## src/rtl/ps2mct_pkg.sv

```systemverilog
// ----------------------------------------------------------------------------
// ps2mct_pkg
// Shared widths, reset values, register indexes, types and delta/clamp
// helpers for the PS/2 mouse cursor tracker.
// ----------------------------------------------------------------------------
package ps2mct_pkg;

    localparam int POS_WIDTH  = 12;
    localparam int LIM_WIDTH  = 12;
    localparam int CUR_WIDTH  = 12;
    localparam int BYTE_WIDTH = 8;
    localparam int DLT_WIDTH  = 10;
    localparam int CMP_WIDTH  = ((POS_WIDTH > LIM_WIDTH) ? POS_WIDTH : LIM_WIDTH) + 2;
    localparam int OUT_WIDTH  = 32;

    localparam logic [LIM_WIDTH-1:0] X_LIMIT_RST = LIM_WIDTH'(800 - 16);
    localparam logic [LIM_WIDTH-1:0] Y_LIMIT_RST = LIM_WIDTH'(600 - 24);
    localparam logic [POS_WIDTH-1:0] POS_X_RST   = POS_WIDTH'(400);
    localparam logic [POS_WIDTH-1:0] POS_Y_RST   = POS_WIDTH'(300);

    // header bit positions
    localparam int HDR_LEFT   = 0;
    localparam int HDR_RIGHT  = 1;
    localparam int HDR_MIDDLE = 2;
    localparam int HDR_X_SIGN = 4;
    localparam int HDR_Y_SIGN = 5;
    localparam int HDR_X_OVF  = 6;
    localparam int HDR_Y_OVF  = 7;

    typedef enum logic [0:0] {
        REG_X_LIMIT = 1'b0,
        REG_Y_LIMIT = 1'b1
    } cfg_reg_t;

    typedef enum logic [2:0] {
        ST_HEADER = 3'b001,
        ST_XMOVE  = 3'b010,
        ST_YMOVE  = 3'b100
    } pkt_state_t;

    // collected packet bytes ahead of the y movement byte
    typedef struct packed {
        logic [BYTE_WIDTH-1:0] header;
        logic [BYTE_WIDTH-1:0] x_byte;
        logic                  last;
    } pkt_t;

    typedef struct packed {
        logic [CUR_WIDTH-1:0] cursor_x;
        logic [CUR_WIDTH-1:0] cursor_y;
    } move_t;

    // 9-bit two's complement delta, sign-extended to 10 bits, halved toward zero on overflow
    function automatic logic [DLT_WIDTH-1:0] make_delta(
        input logic                  sgn,
        input logic [BYTE_WIDTH-1:0] mag,
        input logic                  ovf
    );
        logic [DLT_WIDTH-1:0] d;
        logic [DLT_WIDTH-1:0] t;
        d = {sgn, sgn, mag};
        t = d + {{(DLT_WIDTH-1){1'b0}}, sgn};
        if (ovf) begin
            d = {t[DLT_WIDTH-1], t[DLT_WIDTH-1:1]};
        end
        return d;
    endfunction

    function automatic logic [POS_WIDTH-1:0] clamp_pos(
        input logic signed [CMP_WIDTH-1:0] v,
        input logic signed [CMP_WIDTH-1:0] lim
    );
        logic [POS_WIDTH-1:0] r;
        priority if (v <= 0) begin
            r = '0;
        end else if (v >= lim) begin
            r = lim[POS_WIDTH-1:0];
        end else begin
            r = v[POS_WIDTH-1:0];
        end
        return r;
    endfunction

    function automatic logic [CUR_WIDTH-1:0] to_cursor(input logic [POS_WIDTH-1:0] p);
        logic [CMP_WIDTH-1:0] w;
        w = {{(CMP_WIDTH-POS_WIDTH){1'b0}}, p};
        return w[CUR_WIDTH-1:0];
    endfunction

endpackage

```

## src/rtl/ps2mct_assembler.sv

```systemverilog
// ----------------------------------------------------------------------------
// ps2mct_assembler
// Collects the header and x movement bytes of each three-byte packet and
// tracks the position within the packet.
// ----------------------------------------------------------------------------
module ps2mct_assembler (
    input  logic                             aclk,
    input  logic                             aresetn,
    input  logic                             byte_take,
    input  logic [ps2mct_pkg::BYTE_WIDTH-1:0] rx_byte,
    output ps2mct_pkg::pkt_t                 pkt
);
    import ps2mct_pkg::*;

    pkt_state_t            state_reg, state_next;
    logic [BYTE_WIDTH-1:0] header_reg, header_next;
    logic [BYTE_WIDTH-1:0] x_byte_reg, x_byte_next;

    always_comb begin
        state_next  = state_reg;
        header_next = header_reg;
        x_byte_next = x_byte_reg;
        if (byte_take) begin
            unique case (state_reg)
                ST_HEADER: begin
                    header_next = rx_byte;
                    state_next  = ST_XMOVE;
                end
                ST_XMOVE: begin
                    x_byte_next = rx_byte;
                    state_next  = ST_YMOVE;
                end
                default: begin
                    state_next = ST_HEADER;
                end
            endcase
        end
    end

    always_ff @(posedge aclk) begin
        if (!aresetn) begin
            state_reg  <= ST_HEADER;
            header_reg <= '0;
            x_byte_reg <= '0;
        end else begin
            state_reg  <= state_next;
            header_reg <= header_next;
            x_byte_reg <= x_byte_next;
        end
    end

    assign pkt.header = header_reg;
    assign pkt.x_byte = x_byte_reg;
    assign pkt.last   = (state_reg != ST_HEADER) && (state_reg != ST_XMOVE);

endmodule

```

## src/rtl/ps2mct_tracker.sv

```systemverilog
// ----------------------------------------------------------------------------
// ps2mct_tracker
// Holds the cursor position and the limit registers; applies the packet
// deltas and clamps the new position.
// ----------------------------------------------------------------------------
module ps2mct_tracker (
    input  logic                              aclk,
    input  logic                              aresetn,
    input  logic                              cfg_wr_en,
    input  ps2mct_pkg::cfg_reg_t              cfg_sel,
    input  logic [ps2mct_pkg::LIM_WIDTH-1:0]  cfg_wdata,
    input  logic                              move_take,
    input  ps2mct_pkg::pkt_t                  pkt,
    input  logic [ps2mct_pkg::BYTE_WIDTH-1:0] y_byte,
    output ps2mct_pkg::move_t                 move
);
    import ps2mct_pkg::*;

    localparam logic [CMP_WIDTH-1:0] POS_MAX_EXT =
        {{(CMP_WIDTH-POS_WIDTH){1'b0}}, {POS_WIDTH{1'b1}}};

    logic [LIM_WIDTH-1:0] x_limit_reg, x_limit_next;
    logic [LIM_WIDTH-1:0] y_limit_reg, y_limit_next;
    logic [POS_WIDTH-1:0] pos_x_reg, pos_x_next;
    logic [POS_WIDTH-1:0] pos_y_reg, pos_y_next;

    logic [DLT_WIDTH-1:0]        dx, dy;
    logic [CMP_WIDTH-1:0]        lim_x_ext, lim_y_ext;
    logic signed [CMP_WIDTH-1:0] lim_x, lim_y;
    logic signed [CMP_WIDTH-1:0] sum_x, sum_y;
    logic [POS_WIDTH-1:0]        new_x, new_y;

    always_comb begin
        x_limit_next = x_limit_reg;
        y_limit_next = y_limit_reg;
        if (cfg_wr_en) begin
            unique case (cfg_sel)
                REG_X_LIMIT: x_limit_next = cfg_wdata;
                REG_Y_LIMIT: y_limit_next = cfg_wdata;
            endcase
        end
    end

    assign dx = make_delta(pkt.header[HDR_X_SIGN], pkt.x_byte, pkt.header[HDR_X_OVF]);
    assign dy = make_delta(pkt.header[HDR_Y_SIGN], y_byte, pkt.header[HDR_Y_OVF]);

    // limits beyond the position range saturate at the largest position
    assign lim_x_ext = {{(CMP_WIDTH-LIM_WIDTH){1'b0}}, x_limit_reg};
    assign lim_y_ext = {{(CMP_WIDTH-LIM_WIDTH){1'b0}}, y_limit_reg};
    assign lim_x     = (lim_x_ext > POS_MAX_EXT) ? POS_MAX_EXT : lim_x_ext;
    assign lim_y     = (lim_y_ext > POS_MAX_EXT) ? POS_MAX_EXT : lim_y_ext;

    // screen y grows downward, mouse y grows upward
    assign sum_x = {{(CMP_WIDTH-POS_WIDTH){1'b0}}, pos_x_reg}
                 + {{(CMP_WIDTH-DLT_WIDTH){dx[DLT_WIDTH-1]}}, dx};
    assign sum_y = {{(CMP_WIDTH-POS_WIDTH){1'b0}}, pos_y_reg}
                 - {{(CMP_WIDTH-DLT_WIDTH){dy[DLT_WIDTH-1]}}, dy};

    assign new_x = clamp_pos(sum_x, lim_x);
    assign new_y = clamp_pos(sum_y, lim_y);

    assign pos_x_next = move_take ? new_x : pos_x_reg;
    assign pos_y_next = move_take ? new_y : pos_y_reg;

    always_ff @(posedge aclk) begin
        if (!aresetn) begin
            x_limit_reg <= X_LIMIT_RST;
            y_limit_reg <= Y_LIMIT_RST;
            pos_x_reg   <= POS_X_RST;
            pos_y_reg   <= POS_Y_RST;
        end else begin
            x_limit_reg <= x_limit_next;
            y_limit_reg <= y_limit_next;
            pos_x_reg   <= pos_x_next;
            pos_y_reg   <= pos_y_next;
        end
    end

    assign move.cursor_x = to_cursor(new_x);
    assign move.cursor_y = to_cursor(new_y);

endmodule

```

## src/rtl/ps2_mouse_cursor_tracker.sv

```systemverilog
// ----------------------------------------------------------------------------
// ps2_mouse_cursor_tracker
// The result is registered and appears on m_tvalid in the cycle after the
// third byte of a packet is accepted. Throughput: one byte per cycle; the
// output register frees itself in the same cycle it is drained, so a packet
// end only stalls while an earlier result is held by m_tready low.
// Reset (aresetn low, synchronous): packet alignment to the header byte,
// cursor at 400/300, limits at 784/576, no pending result.
// ----------------------------------------------------------------------------
module ps2_mouse_cursor_tracker (
    input  logic                              aclk,
    input  logic                              aresetn,
    input  logic                              cfg_wr_en,
    input  logic                              cfg_index,
    input  logic [ps2mct_pkg::LIM_WIDTH-1:0]  cfg_wdata,
    input  logic                              s_tvalid,
    output logic                              s_tready,
    input  logic [ps2mct_pkg::BYTE_WIDTH-1:0] s_tdata,   // [7:0] rx_byte
    output logic                              m_tvalid,
    input  logic                              m_tready,
    // [11:0] cursor_x, [23:12] cursor_y, [24] left_pressed,
    // [25] right_pressed, [26] middle_pressed, [31:27] zero
    output logic [ps2mct_pkg::OUT_WIDTH-1:0]  m_tdata
);
    import ps2mct_pkg::*;

    pkt_t  pkt;
    move_t move;
    logic  byte_take;
    logic  move_take;

    logic                 out_valid_reg, out_valid_next;
    logic [OUT_WIDTH-1:0] out_data_reg, out_data_next;

    // header and x bytes never need the output slot
    assign s_tready  = !pkt.last || !out_valid_reg || m_tready;
    assign byte_take = s_tvalid && s_tready;
    assign move_take = byte_take && pkt.last;

    ps2mct_assembler u_assembler (
        .aclk      (aclk),
        .aresetn   (aresetn),
        .byte_take (byte_take),
        .rx_byte   (s_tdata),
        .pkt       (pkt)
    );

    ps2mct_tracker u_tracker (
        .aclk      (aclk),
        .aresetn   (aresetn),
        .cfg_wr_en (cfg_wr_en),
        .cfg_sel   (cfg_reg_t'(cfg_index)),
        .cfg_wdata (cfg_wdata),
        .move_take (move_take),
        .pkt       (pkt),
        .y_byte    (s_tdata),
        .move      (move)
    );

    always_comb begin
        out_valid_next = out_valid_reg;
        out_data_next  = out_data_reg;
        priority if (move_take) begin
            out_valid_next = 1'b1;
            out_data_next  = {{(OUT_WIDTH - 2*CUR_WIDTH - 3){1'b0}},
                              pkt.header[HDR_MIDDLE],
                              pkt.header[HDR_RIGHT],
                              pkt.header[HDR_LEFT],
                              move.cursor_y,
                              move.cursor_x};
        end else if (m_tready) begin
            out_valid_next = 1'b0;
        end
    end

    always_ff @(posedge aclk) begin
        if (!aresetn) begin
            out_valid_reg <= 1'b0;
        end else begin
            out_valid_reg <= out_valid_next;
        end
    end

    always_ff @(posedge aclk) begin
        out_data_reg <= out_data_next;
    end

    assign m_tvalid = out_valid_reg;
    assign m_tdata  = out_data_reg;

endmodule
```

## config.mk

```make
export PLATFORM = sky130hd
export DESIGN_NAME = ps2_mouse_cursor_tracker
export DESIGN_NICKNAME = d
export VERILOG_FILES = /design/src/rtl/ps2mct_pkg.sv /design/src/rtl/ps2mct_assembler.sv /design/src/rtl/ps2mct_tracker.sv /design/src/rtl/ps2_mouse_cursor_tracker.sv
export SDC_FILE = /design/constraint.sdc
export NUM_CORES = 1
export LEC_CHECK = 0
export ABC_AREA = 1
export BUFFER_PORTS_ARGS = -buffer_cell sky130_fd_sc_hd__buf_4
export CAP_MARGIN = 15
export CORE_ASPECT_RATIO = 0.7
export CORE_MARGIN = 5
export CORE_UTILIZATION = 55
export DETAILED_ROUTE_END_ITERATION = 12
export GPL_TIMING_DRIVEN = 0
export MAX_ROUTING_LAYER = met4
export PLACE_DENSITY = 0.73
export REMOVE_ABC_BUFFERS = 1
export SLEW_MARGIN = 20
export SYNTH_ARGS = -nofsm -noshare
export SYNTH_HDL_FRONTEND = slang
export SYNTH_SLANG_ARGS = --single-unit
```

## constraint.sdc

```tcl
create_clock -name aclk -period 13.55 [get_ports aclk]
set_input_delay 2.71 -clock aclk [delete_from_list [all_inputs] [get_ports aclk]]
set_output_delay 2.71 -clock aclk [all_outputs]
set_load 0.005 [all_outputs]
```

==> impl_metrics.ini <==
[worst_setup_path]
crit_top_cell = nand2_1
slowest_stage = nand3_1
cp-end-kind = flip-flop
cp.required_ns = 13.65
worstPathMaxFanout = 13
crit_arrival_ns = 7.21
path_class = in2reg
slowest_delay_ns = 0.44
start_kind = input pin

[clocking]
cts_max_path_buffers = 2
post-cts-setup-buffers = 0
cts_tree = built
cts_resized = 0
ctsHoldBuffers = 0
worstSkewPairLatency_ns = 0.34
h-tree-depth = 3
cts_buffers = 9
clock_sinks = 94
cts-root-buf = clkbuf_16
clk_pin_slew_ns = 0.07

[power]
pwr-share-clk_pct = 22.8
p_int_mw = 0.6777
seq_power_share_pct = 30.9
ir_drop_mv = 0.09590
p_per_area_mw_per_mm2 = 168.8
switching_share_pct = 42.00
p_leak_nw = 3.358
power_frac_comb_pct = 46.3
power_switching_mw = 0.4907

[sta]
finClkSkew_ns = 0.008886
setup_ws_ns = 6.438
timing.fmax_mhz = 140.6
slew_violations = 0
fin_crit_sh_pct = 52.48
hold_viol = 0
finalSetupViolCount = 0
worstMarginPinSlew_ns = 0.7394
tns_ns = 0
relSlewSlack_pct = 50.59
period_needed_ns = 7.112
rsz0062_at_grt = no

[drt]
wl_per_cell_um = 15.50
wirelength_um = 16040
wl_met2_um = 6376
ant_nets = 0
routed.top_layer = met4
met3WireLength_um = 1459
drt-met1-wl_um = 7992
drt-initial-drc-count = 425
drc = 0
via_per_inst = 5.487
drt_first_pass_iters = 5
vias = 5679

[global_route]
grt_pass1_wl_um = 26200
globalRouteTotalUtil_pct = 25.21
grt_pass1_vias = 5313
grt_max_degree = 42
antenna_found_initial = 0
overflow = 0

[final_layout]
drive_gt1_share_pct = 11.45
antenna_cells = 0
final_common_cell = nand2_1
final_cell_mix = 193 x nand2_1, 116 x inv_1, 67 x dfxtp_1
syn_to_final_growth_pct = 12.85
largest_reg_flops = 27
nets = 953
fill_cells = 1014

[floorplanning]
die_h_um = 98.35
die_x_um = 136.2
fp-row-count = 32
dieArea_mm2 = 0.01340
initial_core_util_pct = 55.90
io_pins = 60
coreArea_mm2 = 0.01097

[yosys]
synthesis.area_mm2 = 0.006132
ys_seq_elements = 94
yosysSeqAreaShare_pct = 35.09
yosys.area_share.simple_pct = 26.85
synth_compound_area_share_pct = 13.55
syn_area_per_cell_um2 = 7.353
synth_edf_count = 27
synthArstFlopShare_pct = 0
synth_top_family_by_area = simple AND/OR/NAND/NOR gates
ys.warnings.count = 0
synthMuxAreaShare_pct = 0
synth_xor_area_share_pct = 4.122
synthAdderAreaFrac_pct = 10.45
postSynthCellCount = 834
ys_types = 53
synthFlopType = dfxtp_1

[placed_design]
dp_hpwl_um = 12410
portBuffers = 54
dp_worst_setup_slack_ns = 6.214
gp_congestion = 0.9376

[hold_path]
hold_path.class = reg2reg

[flow_run]
maxCapViolations = 0

[outcome]
outcome = finished, final reports clean
-- cell type report --
class                           instances  area, um2  area share, %
Multi-Input combinational cell        597       3397          49.09
Inverter                              121      454.2          6.563
Sequential cell                        94       2152          31.10
Clock buffer                           12      289.0          4.176
Clock inverter                          4      31.28         0.4520
Tap cell                              153      191.4          2.766
Timing Repair Buffer                   54      405.4          5.858
-- logic make-up (layout without fill, tap and decap cells) --
kind of cell	count (synthesis)	in the layout
buffers and inverters	147	191
DFF	94	94
AOI/OAI and AO/OA	149	149
other	1	5
and+or+nand+nor	365	365
xor gates and xnor gates	28	28
adders and majority gates	50	50
-- power by group through the flow --
| stage | logic [mW] | clock network, mW | registers, mW |
|---|---|---|---|
| 2_1_floorplan | 0.378 | 0 | 0.363 |
| 3_3_place_gp | 0.512 | 0 | 0.365 |
| 3_5_place_dp | 0.527 | 0 | 0.366 |
| 4_1_cts | 0.532 | 0.271 | 0.361 |
| 5_1_grt | 0.608 | 0.284 | 0.364 |
| 6_report | 0.541 | 0.266 | 0.361 |
-- synth_stat cells (4+ instances only) --
master / instances / area share, %
xor2_1: 16 / 2.3
nor2_1: 59 / 3.6
ha_1: 48 / 9.8
nand3b_1: 4 / 0.49
nor3_1: 7 / 0.57
inv_1: 117 / 7.2
nand4_1: 22 / 2.2
nand3_1: 55 / 4.5
o21ai_0: 53 / 4.3
a21oi_1: 65 / 5.3
nor2_4: 8 / 1.5
buf_4: 6 / 0.73
xnor2_1: 11 / 1.6
edfxtp_1: 27 / 13
o211ai_1: 5 / 0.61
dfxtp_1: 67 / 22
clkbuf_1: 14 / 0.86
a21o_1: 4 / 0.49
nand2_2: 5 / 0.51
nand2_1: 193 / 12
-- final timing paths --
path | startpoint | endpoint | slack, ns | cells past startpoint
worst max-delay path | s_tdata[0] | m_tdata[14] | 6.44 | 30
worst min-delay path | u_assembler.header_reg[0] | m_tdata[24] | 0.43 | 0
worst max register to register | u_assembler.header_reg[5] | m_tdata[14] | 8.48 | 29
worst min register to register | u_assembler.header_reg[0] | m_tdata[24] | 0.43 | 0
-- worst max-delay path: cells and delay by family --
family                     cells  cell delay (ns)
and+or+nand+nor               17             2.32
AOI/OAI and AO/OA              4             0.59
buffers and inverters          5             0.40
adders and majority gates      3             0.89
xor gates and xnor gates       1             0.29
-- metrics by stage --
stage / hold slack [ns] / std cells / utilization (%) / power (mW) / instance area (um2)
5_1_grt: 0.4342 / 1035 / 63.08 / 1.257 / 6920
4_1_cts: 0.4260 / 1035 / 63.08 / 1.163 / 6920
2_1_floorplan: 0.4030 / 812 / - / 0.7409 / 5996
6_report: 0.4307 / 1035 / 63.08 / 1.168 / 6920
3_5_place_dp: 0.4109 / 1019 / 60.16 / 0.8929 / 6600
3_3_place_gp: 0.4092 / 1019 / 60.09 / 0.8772 / 6593
-- layer usage --
metal  GRT usage, %  vias up
met1          36.95     2600
met4          6.352        0
li1               -     2830
met5              -        -
met2          34.80      226
met3          5.922       23
Power figures use the tool's default switching activity.
